<file path="src/hw/rtl/wcrp_pkg.sv">
`timescale 1ns / 1ps
// ----------------------------------------------------------------------------
// wcrp_pkg: shared types and constants for the window range prior block.
// Holds the geometry limits, register indexes, state encoding and the
// command and status bundles between the controller and the datapath.
// ----------------------------------------------------------------------------
package wcrp_pkg;

    localparam int MAX_WIDTH  = 1024;
    localparam int MAX_HEIGHT = 1024;
    localparam int PATCH_MAX  = 16;

    localparam int COL_W   = $clog2(MAX_WIDTH);
    localparam int ROW_W   = $clog2(MAX_HEIGHT);
    localparam int BANK_W  = $clog2(PATCH_MAX);
    localparam int PCNT_W  = $clog2(PATCH_MAX + 1);
    localparam int ADDR_W  = 3;

    localparam logic [ADDR_W-1:0] REG_INV_VEIL0 = 3'd0;
    localparam logic [ADDR_W-1:0] REG_INV_VEIL1 = 3'd1;
    localparam logic [ADDR_W-1:0] REG_INV_VEIL2 = 3'd2;
    localparam logic [ADDR_W-1:0] REG_PATCH     = 3'd3;
    localparam logic [ADDR_W-1:0] REG_WIDTH     = 3'd4;
    localparam logic [ADDR_W-1:0] REG_HEIGHT    = 3'd5;

    typedef enum logic [2:0] {
        ST_IDLE,
        ST_WRITE,
        ST_SCAN,
        ST_DRAIN,
        ST_SCALE,
        ST_MAX,
        ST_OUT
    } wcrp_state_t;

    // Commands from the controller to the datapath.
    typedef struct packed {
        logic load;       // capture input pixel and position
        logic write;      // write pixel into the row store
        logic scan_first; // first store read of the window
        logic scan;       // issue a store read at the window cursor
        logic scale;      // register the three products
        logic pick;       // reduce products to the result
        logic advance;    // step the frame position
    } wcrp_cmd_t;

    // Status from the datapath to the controller.
    typedef struct packed {
        logic scan_done;  // cursor issued the last window read
    } wcrp_stat_t;

endpackage

</file>
<file path="src/hw/rtl/wcrp_ctrl.sv">
`timescale 1ns / 1ps
// ----------------------------------------------------------------------------
// wcrp_ctrl: sequencer for one pixel.
// Steps through write, window scan, scaling, reduction and output.
// ----------------------------------------------------------------------------
module wcrp_ctrl
    import wcrp_pkg::*;
(
    input  logic       clk,
    input  logic       rst_n,
    input  logic       in_valid,
    output logic       in_ready,
    output logic       out_valid,
    input  logic       out_ready,
    input  wcrp_stat_t stat,
    output wcrp_cmd_t  cmd
);

    wcrp_state_t state_reg;
    wcrp_state_t state_next;

    always_ff @(posedge clk or negedge rst_n)
    begin
        if (!rst_n)
        begin
            state_reg <= ST_IDLE;
        end
        else
        begin
            state_reg <= state_next;
        end
    end

    // A one-entry window is fully read in the write cycle, so the scan
    // state is skipped.
    always_comb
    begin
        state_next = state_reg;
        case (state_reg)
            ST_IDLE:  if (in_valid) state_next = ST_WRITE;
            ST_WRITE: state_next = stat.scan_done ? ST_DRAIN : ST_SCAN;
            ST_SCAN:  if (stat.scan_done) state_next = ST_DRAIN;
            ST_DRAIN: state_next = ST_SCALE;
            ST_SCALE: state_next = ST_MAX;
            ST_MAX:   state_next = ST_OUT;
            ST_OUT:   if (out_ready) state_next = ST_IDLE;
            default:  state_next = ST_IDLE;
        endcase
    end

    always_comb
    begin
        cmd        = '0;
        in_ready   = 1'b0;
        out_valid  = 1'b0;
        case (state_reg)
            ST_IDLE:
            begin
                in_ready = 1'b1;
                cmd.load = in_valid;
            end
            ST_WRITE:
            begin
                cmd.write      = 1'b1;
                cmd.scan_first = 1'b1;
            end
            ST_SCAN:  cmd.scan  = 1'b1;
            ST_DRAIN: cmd.scan  = 1'b0;
            ST_SCALE: cmd.scale = 1'b1;
            ST_MAX:   cmd.pick  = 1'b1;
            ST_OUT:
            begin
                out_valid   = 1'b1;
                cmd.advance = out_ready;
            end
            default:  cmd = '0;
        endcase
    end

    a_one_side: assert property (@(posedge clk) disable iff (!rst_n)
        !(in_ready && out_valid))
        else $error("input and output open together");
    a_out_after_max: assert property (@(posedge clk) disable iff (!rst_n)
        $rose(out_valid) |-> $past(state_reg) == ST_MAX)
        else $error("result shown without reduction");
    a_load_to_write: assert property (@(posedge clk) disable iff (!rst_n)
        cmd.load |=> cmd.write)
        else $error("loaded pixel not written");

endmodule

</file>
<file path="config.mk">
export PLATFORM = sky130hd
export DESIGN_NAME = wcrp_ctrl
export DESIGN_NICKNAME = d
export VERILOG_FILES = /design/src/hw/rtl/wcrp_pkg.sv /design/src/hw/rtl/wcrp_ctrl.sv
export SDC_FILE = /design/constraint.sdc
export NUM_CORES = 1
export LEC_CHECK = 0
export ABC_AREA = 1
export BUFFER_PORTS_ARGS = -buffer_cell sky130_fd_sc_hd__buf_2
export CORE_AREA = 5 5 42 44
export CTS_CLUSTER_DIAMETER = 50
export DETAILED_ROUTE_END_ITERATION = 10
export DIE_AREA = 0 0 47 49
export PLACE_DENSITY = 0.49
export SLEW_MARGIN = 10
export SYNTH_ARGS = -nofsm -noshare
export SYNTH_HDL_FRONTEND = slang
export SYNTH_SLANG_ARGS = --single-unit
</file>
<file path="constraint.sdc">
create_clock -name clk -period 3.35 [get_ports clk]
set_clock_uncertainty 0.1 [all_clocks]
set_input_delay 0.67 -clock clk [delete_from_list [all_inputs] [get_ports clk]]
set_output_delay 0.67 -clock clk [all_outputs]
set_load 0.02 [all_outputs]
</file>
Yosys cells after proc, flatten, opt, wreduce, memory -nomap -nowiden. Index checks and enable logic that the tools add are counted. W data, S select, Z words.

Register bits: 3. Bits in latches: 0. Bits in writable memories: 0. Bits in read-only memories: 0. Input port bits: 5. Output and inout bits: 9. Memories kept: 0.

$add $sub $neg: 0. $mul: 0. Div/mod/pow operators: 0. Magnitude comparators: 0. Equality and inequality tests: 9. Shift-type cells: 0. Multiplexer cells: 13. Bitwise gates (word level): 0. Reductions and logical operators: 2.

Operators by type and width (number): $pmux W3 S7 (1); $eq A3 B3 Y1 const B (3); $mux W3 (3); $mux W1 (8); $eq A3 B2 Y1 const B (2); $ne A2 B2 Y1 const B (3); $eq A3 B1 Y1 const B (1); $logic_not A3 Y1 (1); $reduce_and A3 Y1 (1); $mux W2 (1).

Logic depth before layout (Yosys ltp). Gate-level depths: netlist (run 1).

Depth in word-level cells: 3. Mapped depth: 6. Depth with buffers taken out: 6.

Worst setup path before layout (run 1). Ideal clock, no wire load.

Path type: input-to-output. From: input port in_valid. To: output port cmd[6] in the netlist's numbering. Arrival time: 1.193 ns. Data required time: 2.580 ns. Path slack: 1.387 ns. Cell stages on the path: 2. Path buffers: 0. Cells stage by stage: inv_1 -> nor3_1.

RTL lines: start: declaration (line wcrp_ctrl.sv:11) `input logic in_valid,`; end: declaration (line wcrp_ctrl.sv:16) `output wcrp_cmd_t cmd`.

==> results of run 1 <==
## final cells by class
class	count	area (sq um)	area share
clock buffers	4	26.3	0.0755
well taps	16	20.0	0.0576
flip-flops and latches	3	75.1	0.216
multi-input cells	31	135	0.388
repair buffers	13	65.1	0.187
inverters	7	26.3	0.0755
## routing by layer
layer  track usage  vias to the layer above  wire (um)
met2        0.0973                        4        345
met1        0.0662                      133        269
met5             0                        -          0
met3        0.0148                        0         22
met4        0.0691                        0          0
li1              -                      159          -
## kinds of logic after synthesis
logic type | Yosys count | synth area share
compound gates | 3 | 0.0615
buf+inv | 8 | 0.138
flops | 3 | 0.308
simple gates | 28 | 0.492
## worst min-delay path by stage
stage,startpoint,to,slack (ns),cells after the start
finish,rst_n,state_reg[1],0.13,1
global route,rst_n,state_reg[2],0.11,1
CTS,rst_n,state_reg[2],0.12,1
detailed placement,rst_n,state_reg[1],0.37,1
global placement,rst_n,state_reg[1],0.37,1
floorplan,rst_n,state_reg[0],0.27,0
## layout by cell type (no fill, tap or decap)
cell type  count
a21oi_1        2
buf_2         13
clkbuf_1       1
clkbuf_4       3
dfrtp_1        3
inv_1          5
inv_2          2
nand2_1        9
nand3_1        2
nand3_2        1
nand4_1        1
nor2_1        13
nor2_2         1
nor3_1         1
o21ai_0        1
## worst max-delay path: cells and delay by family, from the launching register on
kind / cells / cell delay (ns)
DFF: 1 / 0.44
and+or+nand+nor: 2 / 0.31
buffers and inverters: 2 / 0.29
## power by group
group | switching (W) | internal [W]
combinational | 0.000145 | 0.0000700
sequential | 0.0000307 | 0.0000553
clock | 0.0000183 | 0.0000446
## metrics by stage
stage               area [sq um]  power, W  instances  hold WS [ns]
floorplan                    244  0.000247         42         0.274
global placement             322  0.000306         70         0.367
detailed placement           322  0.000304         70         0.368
CTS                          348  0.000371         74         0.117
global route                 348  0.000402         74         0.108
finish                       348  0.000364         74         0.126
## synth_stat cells
library cell / instances
nand3_2: 1
nand3_1: 2
inv_2: 2
o21ai_0: 1
nor2_1: 13
a21oi_1: 2
dfrtp_1: 3
buf_4: 1
nor2_2: 1
inv_1: 5
nand4_1: 1
nand2_1: 9
nor3_1: 1
==> results by group, run 1 <==
Layout
  • Area grow syn2layout: 42.6%
  • Core Util, Final: 0.248
  • N_diodes: 0
  • Max reg flops: 3
  • Fill count: 176
  • Final #Nets: 64
  • Layout cells sized above 1: 0.345

Clock tree
  • CTS Buf Count: 3
  • Hold_buf cts: 0
  • CTS tree: done
  • Setup Buffers After CTS: 0
  • # H-tree levels: 1
  • CTS Sinks: 3
  • Root Buffer: clkbuf_4
  • Clock transition at the registers of the reported paths: 0.04 ns
  • Max clock buf depth: 2
  • Worst-skew pair later-pin latency: 0.23 ns
  • # resized after CTS: 0

Flow run
  • Max Cap Viol: 0

Routing
  • Antenna Nets Post-Route: 0
  • Vias per cell: 4.00
  • Average wire per standard cell: 8.61 um
  • Final wirelength: 637 um
  • Remaining DRCs: 0
  • 1st-iter DRT viols: 2
  • Via count: 296
  • Initial DRT Pass Iterations: 2

Synth
  • Yosys top cell by area: dfrtp_1
  • Yosys warning count: 0
  • Seq/Total Area, Yosys: 0.308
  • Share of the synthesized area in the top cell type: 0.308
  • Synthesized area: 244 sq um
  • Synth Register Bits: 3
  • Area contributors post-synth: dfrtp_1, nor2_1, nand2_1
  • Mapped Cells: 42
  • Mapped Nets: 47
  • Synth Area per Inst: 5.81 sq um
  • Distinct cells, synth: 13

Floorplan
  • Die X: 47 um
  • I/O pins: 14
  • Initial Util: 0.174
  • Number of cell rows: 14
  • Die area: 2300 sq um
  • Std-Cell Core Area: 1400 sq um
  • Height of the die: 49 um

Worst setup path
  • CP Data Required Time: 2.58 ns
  • CP max FO: 7
  • Worst Setup EP: cmd[6]
  • Reg2reg end: state_reg[1]
  • Crit path max-delay cell type: dfrtp_1
  • R2r setup slk: 2.16 ns
  • Critical path launch point type: register
  • Critical path capture point type: output pin
  • Critical Path AT: 1.26 ns
  • Setup crit start: state_reg[1]
  • Path depth of the worst reg2reg path: 6
  • Worst setup path category: register to output pin
  • Critical Path Max Stage Delay: 0.44 ns
  • Worst reg2reg startpoint: state_reg[2]
  • Critical-path cell list: nor2_1 -> inv_1 -> nor3_1 -> buf_2

STA
  • Crit path time final: 2.03 ns
  • Relative slew slack: 0.855
  • Setup TNS: 0 ns
  • Count of pins over their slew limit: 0
  • Final worst setup slack: 1.32 ns
  • RSZ-0062 raised after global routing: false
  • Fin. Hold Viols: 0
  • Fmax: 0.492 GHz
  • Setup Viol. Count Final: 0
  • Fin crit share: 0.607
  • Slew @ Worst Pin: 0.217 ns

Power and ir drop
  • P per Cell Area: 1050 nW/um^2
  • Leakage: 0.213 nW
  • Highest ir drop seen on vdd: 0.000338 V

Global route
  • Vias in the first global route: 283
  • Antenna violations before repair: 0
  • Total track usage: 0.0649
  • Global-route wire length before repair: 1060 um
  • GRT overflow: 0
  • Largest net degree at the start of global routing: 8

Worst hold path
  • Worst min path class: input port to asynchronous set/reset pin

Placed design
  • IO buf count: 13
  • Final Wtd Congestion: 0.765
  • Pre-CTS setup slack: 1.46 ns
  • DP HPWL: 528 um

Run status
  • Outcome: finished, final reports clean
No activity file was read; power rests on OpenSTA's default activity.
==> run 2, diff against run 1 <==
--- a/config.mk
+++ b/config.mk
@@ -11,7 +11,7 @@
 export CTS_CLUSTER_DIAMETER = 50
 export DETAILED_ROUTE_END_ITERATION = 10
 export DIE_AREA = 0 0 47 49
-export PLACE_DENSITY = 0.49
+export PLACE_DENSITY = 0.5
 export SLEW_MARGIN = 10
 export SYNTH_ARGS = -nofsm -noshare
 export SYNTH_HDL_FRONTEND = slang
==> constraint.sdc (replaced) <==
create_clock -name clk -period 1.7 [get_ports clk]
set_clock_uncertainty 0.1 [all_clocks]
set_input_delay 0.34 -clock clk [delete_from_list [all_inputs] [get_ports clk]]
set_output_delay 0.34 -clock clk [all_outputs]
set_load 0.02 [all_outputs]
==> run 2 against run 1 <==
Compared with the run above:
- sequential share of layout area down 0.93 points
- register-to-register slack got worse by 1.6 ns
- critical path depth stayed put
- critical endpoint unchanged
- largest cell class unchanged
- largest power group unchanged
==> results by group, run 2 (same netlist as run 1, synthesis figures left out) <==
Power and ir drop
  • Clock Power Share: 0.164 (-0.009)
  • Leakage: 0.223 nW (+4.7%)
  • Sw Ratio: 0.514 (-0.0185)
  • Share of power burned in registers: 0.229 (-0.008)
  • P_sw: 0.000397 W (+110%)
  • Highest ir drop seen on vdd: 0.000719 V (+110%)
  • Combinational Power Share: 0.607 (+0.017)
  • P per Cell Area: 2020 nW/um^2 (+94%)
  • Internal: 0.000375 W (+120%)

Routing
  • Vias per cell: 4.04 (+0.97%)
  • DRT met1 WL: 248 um (-7.8%)
  • Average wire per standard cell: 8.82 um (+2.4%)
  • Met2 routed WL: 371 um (+7.5%)
  • 1st-iter DRT viols: 6 (+4)
  • Via count: 311 (+5.1%)
  • Remaining DRCs: 0 (unchanged)
  • Detail Route met3 WL: 32 um (+45%)
  • Antenna Nets Post-Route: 0 (unchanged)
  • Final wirelength: 679 um (+6.6%)
  • Initial DRT Pass Iterations: 4 (+2)
  • DR top layer: met4

Layout
  • Flip-flop and latch area: 78.8 sq um (+5.0%)
  • N_diodes: 0 (unchanged)
  • Fill count: 172 (-2.3%)
  • Core Util, Final: 0.272 (+0.0241)
  • Final Instance Area: 382 sq um (+9.7%)
  • Multi-input gate area: 138 sq um (+1.9%)
  • Area grow syn2layout: 56.4%
  • Max reg flops: 3 (unchanged)
  • Layout cells sized above 1: 0.426 (+0.0814)
  • Final #Nets: 67 (+4.7%)
  • Most frequent cells in the layout: nor2_1, buf_2, nand2_1

Run status
  • Outcome: finished, final reports clean

Worst setup path
  • CP Data Required Time: 1.26 ns (-1.32 ns)
  • Critical path launch point type: register
  • Critical Path AT: 1.21 ns (-0.05 ns)
  • Worst setup path category: register to output pin
  • R2r setup slk: 0.55 ns (-1.61 ns)
  • CP max FO: 6 (-1)
  • Critical path capture point type: output pin

Clock tree
  • CTS Sinks: 3 (unchanged)
  • Max clock buf depth: 2 (unchanged)
  • Worst-skew pair later-pin latency: 0.23 ns (about the same)
  • # H-tree levels: 1 (unchanged)
  • CTS Buf Count: 3 (unchanged)
  • Clock transition at the registers of the reported paths: 0.04 ns (about the same)
  • Root Buffer: clkbuf_4
  • CTS tree: done

STA
  • Final worst setup slack: 0.0547 ns (-1.26 ns)
  • Relative slew slack: 0.899 (+0.0440)
  • Count of pins over their slew limit: 0 (unchanged)
  • Crit path time final: 1.65 ns
  • Slew @ Worst Pin: 0.150 ns (-0.0675 ns)
  • Setup Viol. Count Final: 0 (unchanged)
  • Fin crit share: 0.968
  • Fin. Hold Viols: 0 (unchanged)
  • Fmax: 0.608 GHz
  • RSZ-0062 raised after global routing: true

Worst hold path
  • Worst min path class: input port to asynchronous set/reset pin

Global route
  • Total track usage: 0.0692 (+0.00433)
  • Largest net degree at the start of global routing: 8 (unchanged)
  • Global-route wire length before repair: 1050 um (-1.3%)
  • Antenna violations before repair: 0 (unchanged)
  • GRT overflow: 0 (unchanged)
  • Vias in the first global route: 270 (-4.6%)

Floorplan
  • Initial Util: 0.174 (unchanged)
  • Std-Cell Core Area: 1400 sq um (unchanged)
  • Die X: 47 um (unchanged)
  • I/O pins: 14 (unchanged)
  • Height of the die: 49 um (unchanged)
  • Die area: 2300 sq um (unchanged)
  • Number of cell rows: 14 (unchanged)

Placed design
  • Final Wtd Congestion: 0.772 (+0.90%)
  • Placed Instance Area: 322 sq um (unchanged)
  • Pre-CTS setup slack: 0.249 ns (-1.21 ns)
  • DP HPWL: 545 um (+3.2%)
  • IO buf count: 13 (unchanged)

Flow run
  • Max Cap Viol: 0 (unchanged)
-- run 2: changes by cell type in the layout (fill, tap and decap cells not counted) --
cell	previous run	this run
buf_4	0	3
dfrtp_1	3	0
dfrtp_2	0	3
buf_2	13	12
dlygate4sd3_1	0	1
nor2_1	13	12
nor2_2	1	2
-- run 2: critical path: stages, from the launching register on --
cell and delay (ns):
dfrtp_2 0.43, nor2_2 0.15, inv_1 0.09, nor3_1 0.12, buf_2 0.19
-- run 2: metrics by stage --
step | std cells | hold WS (ns) | total power (W) | setup TNS, ns
6_report | 77 | 0.317 | 0.000773 | 0
3_3_place_gp | 70 | 0.0365 | 0.000606 | 0
5_1_grt | 77 | 0.310 | 0.000851 | -0.0123
3_5_place_dp | 70 | 0.0366 | 0.000602 | 0
2_1_floorplan | 42 | -0.0556 | 0.000487 | 0
4_1_cts | 75 | 0.311 | 0.000744 | 0
-- run 2: worst paths after layout --
path	depth (start not counted)	start	end
worst max-delay path	4	state_reg[0]	cmd[6]
worst min-delay path	2	rst_n	state_reg[1]
worst max register to register	6	state_reg[2]	state_reg[1]
worst min register to register	3	state_reg[0]	state_reg[2]
max in group asynchronous	2	rst_n	state_reg[2]
min in group clk	4	out_ready	state_reg[2]
-- run 2: timing repair --
| action | CTS | global route |
|---|---|---|
| endpoints found under the hold margin | 3 | 0 |
| setup endpoints to repair | 1 | 4 |
| setup buffers | 0 | 2 |
| resized for setup | 1 | 4 |
| hold buffers | 1 | 0 |
-- run 2: cell type report --
class	count	share of cell area
well taps	16	0.0525
clock buffers	4	0.0689
multi-input cells	31	0.361
flip-flops and latches	3	0.207
repair buffers	16	0.243
inverters	7	0.0689
-- run 2: metal layers --
| layer | global-route usage | up-vias |
|---|---|---|
| met5 | 0 | - |
| met4 | 0.0829 | 0 |
| met3 | 0.0258 | 4 |
| met2 | 0.104 | 6 |
| met1 | 0.0599 | 135 |
| li1 | - | 166 |
-- run 2: power groups by stage --
stage	clock, W	combinational [W]	sequential [W]
final	0.000126	0.000469	0.000177
after global routing	0.000145	0.000519	0.000187
after CTS	0.000134	0.000440	0.000170
after detailed placement	0	0.000435	0.000167
after global placement	0	0.000438	0.000167
after floorplan	0	0.000331	0.000156
==> run 3, diff against run 2 <==
--- a/config.mk
+++ b/config.mk
@@ -8,6 +8,7 @@
 export ABC_AREA = 1
 export BUFFER_PORTS_ARGS = -buffer_cell sky130_fd_sc_hd__buf_2
 export CORE_AREA = 5 5 42 44
+export CTS_BUF_LIST = sky130_fd_sc_hd__clkbuf_4
 export CTS_CLUSTER_DIAMETER = 50
 export DETAILED_ROUTE_END_ITERATION = 10
 export DIE_AREA = 0 0 47 49
==> run 3 against run 2 <==
Compared with the run above:
- register-to-register slack about the same
- sequential cell count unchanged
- final cell count is the same
- worst setup slack got worse by 0.00097 ns
- highest routed layer unchanged
==> results by group, run 3 (same netlist as run 1, synthesis figures left out) <==
Layout
  • Core Util, Final: 0.275 (+0.00268)
  • Area grow syn2layout: 57.9%
  • Layout cells sized above 1: 0.443 (+0.0164)
  • N_diodes: 0 (unchanged)
  • Most frequent cells in the layout: nor2_1, buf_2, nand2_1
  • Final #Nets: 67 (unchanged)
  • Final non-filler cell total: 77 (unchanged)
  • Max reg flops: 3 (unchanged)

Worst setup path
  • Worst path bufs/invs: 2 (unchanged)
  • Critical-path cell list: nor2_2 -> inv_1 -> nor3_1 -> buf_2
  • CP max FO: 6 (unchanged)
  • Critical path launch point type: register
  • Top Family by Delay on Critical Path: flip-flops
  • Critical Path Max Stage Delay: 0.43 ns (about the same)
  • Worst setup path category: register to output pin
  • Critical path capture point type: output pin
  • Critical Path AT: 1.21 ns (about the same)
  • Crit path max-delay cell type: dfrtp_2
  • CP Data Required Time: 1.26 ns (about the same)

STA
  • RSZ-0062 raised after global routing: true
  • Crit path time final: 1.65 ns (+0.000968 ns)
  • WHS: 0.316 ns (-0.000968 ns)
  • Slew @ Worst Pin: 0.150 ns (unchanged)
  • Count of pins over their slew limit: 0 (unchanged)
  • Fin. Hold Viols: 0 (unchanged)
  • Fmax: 0.607 GHz (about the same)
  • Relative slew slack: 0.899 (unchanged)
  • Final worst setup slack: 0.0538 ns (-0.000968 ns)
  • Fin crit share: 0.968 (about the same)
  • Setup Viol. Count Final: 0 (unchanged)

Global route
  • GRT met2 Usage: 0.102 (-0.00226)
  • GRT overflow: 0 (unchanged)
  • Largest net degree at the start of global routing: 8 (unchanged)
  • Antenna violations before repair: 0 (unchanged)
  • Most Used Layer, Global Route: met2
  • Vias in the first global route: 266 (-1.5%)
  • Total track usage: 0.0706 (+0.00141)
  • Global-route wire length before repair: 1040 um (-0.67%)
  • M3 GR Usage: 0.0258 (unchanged)
  • Met1 Use GR: 0.0599 (unchanged)

Clock tree
  • Max clock buf depth: 2 (unchanged)
  • CTS Buf Count: 3 (unchanged)
  • Root Buffer: clkbuf_4
  • # H-tree levels: 1 (unchanged)
  • CTS tree: done
  • Worst-skew pair later-pin latency: 0.23 ns (about the same)
  • CTS Sinks: 3 (unchanged)
  • Clock transition at the registers of the reported paths: 0.04 ns (about the same)

Power and ir drop
  • Leakage: 0.226 nW (+1.5%)
  • Sw Ratio: 0.504 (-0.0102)
  • Internal: 0.000391 W (+4.2%)
  • Combinational Power Share: 0.595 (-0.012)
  • Clock Power Share: 0.181 (+0.017)
  • Total power: 0.000789 W (+2.1%)
  • Highest ir drop seen on vdd: 0.000719 V (about the same)
  • P_sw: 0.000397 W (about the same)
  • P per Cell Area: 2050 nW/um^2 (+1.1%)
  • Share of power burned in registers: 0.224 (-0.005)

Routing
  • Via count: 311 (unchanged)
  • Antenna Nets Post-Route: 0 (unchanged)
  • Average wire per standard cell: 8.84 um (+0.29%)
  • Final wirelength: 681 um (+0.29%)
  • Initial DRT Pass Iterations: 4 (unchanged)
  • Vias per cell: 4.04 (unchanged)
  • Remaining DRCs: 0 (unchanged)
  • 1st-iter DRT viols: 6 (unchanged)

Placed design
  • IO buf count: 13 (unchanged)
  • DP Cell Count: 70 (unchanged)
  • DP HPWL: 545 um (unchanged)
  • Pre-CTS setup slack: 0.249 ns (unchanged)
  • Final Wtd Congestion: 0.772 (unchanged)

Floorplan
  • Die area: 2300 sq um (unchanged)
  • Die X: 47 um (unchanged)
  • Height of the die: 49 um (unchanged)
  • Initial Util: 0.174 (unchanged)
  • I/O pins: 14 (unchanged)
  • Std-Cell Core Area: 1400 sq um (unchanged)
  • Number of cell rows: 14 (unchanged)

Flow run
  • Max Cap Viol: 0 (unchanged)

Worst hold path
  • Worst min path class: input port to asynchronous set/reset pin

Run status
  • Outcome: finished, final reports clean
## run 3: final timing paths
| kind | cells after the start | endpoint | startpoint | slack [ns] |
|---|---|---|---|---|
| worst max-delay path | 4 | cmd[6] | state_reg[0] | 0.05 |
| worst min-delay path | 2 | state_reg[1] | rst_n | 0.32 |
| worst max register to register | 6 | state_reg[1] | state_reg[2] | 0.55 |
| worst min register to register | 3 | state_reg[2] | state_reg[0] | 0.56 |
| max in group asynchronous | 2 | state_reg[2] | rst_n | 1.07 |
| min in group clk | 4 | state_reg[2] | out_ready | 0.32 |
## run 3: per-layer routing
layer / part of all wire / routed length, um
met2: 0.54 / 366
met3: 0.047 / 32
met4: 0.050 / 34
met5: 0 / 0
met1: 0.36 / 248
## run 3: metrics by stage
| step | cell area (sq um) | TNS (ns) |
|---|---|---|
| after detailed placement | 322 | 0 |
| after CTS | 364 | 0 |
| after global placement | 322 | 0 |
| after floorplan | 244 | 0 |
| after global routing | 385 | -0.0238 |
| final | 385 | 0 |
## run 3: final cells by class
class	instances	area (sq um)
fillers	170	1020
multi-input cells	31	138
repair buffers	16	92.6
flip-flops and latches	3	78.8
clock buffers	4	30.0
inverters	7	26.3
well taps	16	20.0
## run 3: what timing repair did
item	4_1_cts	5_1_grt
setup buffers	0	2
setup endpoints to repair	1	4
gates resized for setup	1	4
hold endpoints to repair	3	0
hold buffers	1	0
## run 3: power groups by stage
stage / clock (W) / combinational (W) / sequential (W)
2_1_floorplan: 0 / 0.000331 / 0.000156
3_3_place_gp: 0 / 0.000438 / 0.000167
3_5_place_dp: 0 / 0.000435 / 0.000167
4_1_cts: 0.000152 / 0.000440 / 0.000170
5_1_grt: 0.000162 / 0.000519 / 0.000187
6_report: 0.000143 / 0.000469 / 0.000177
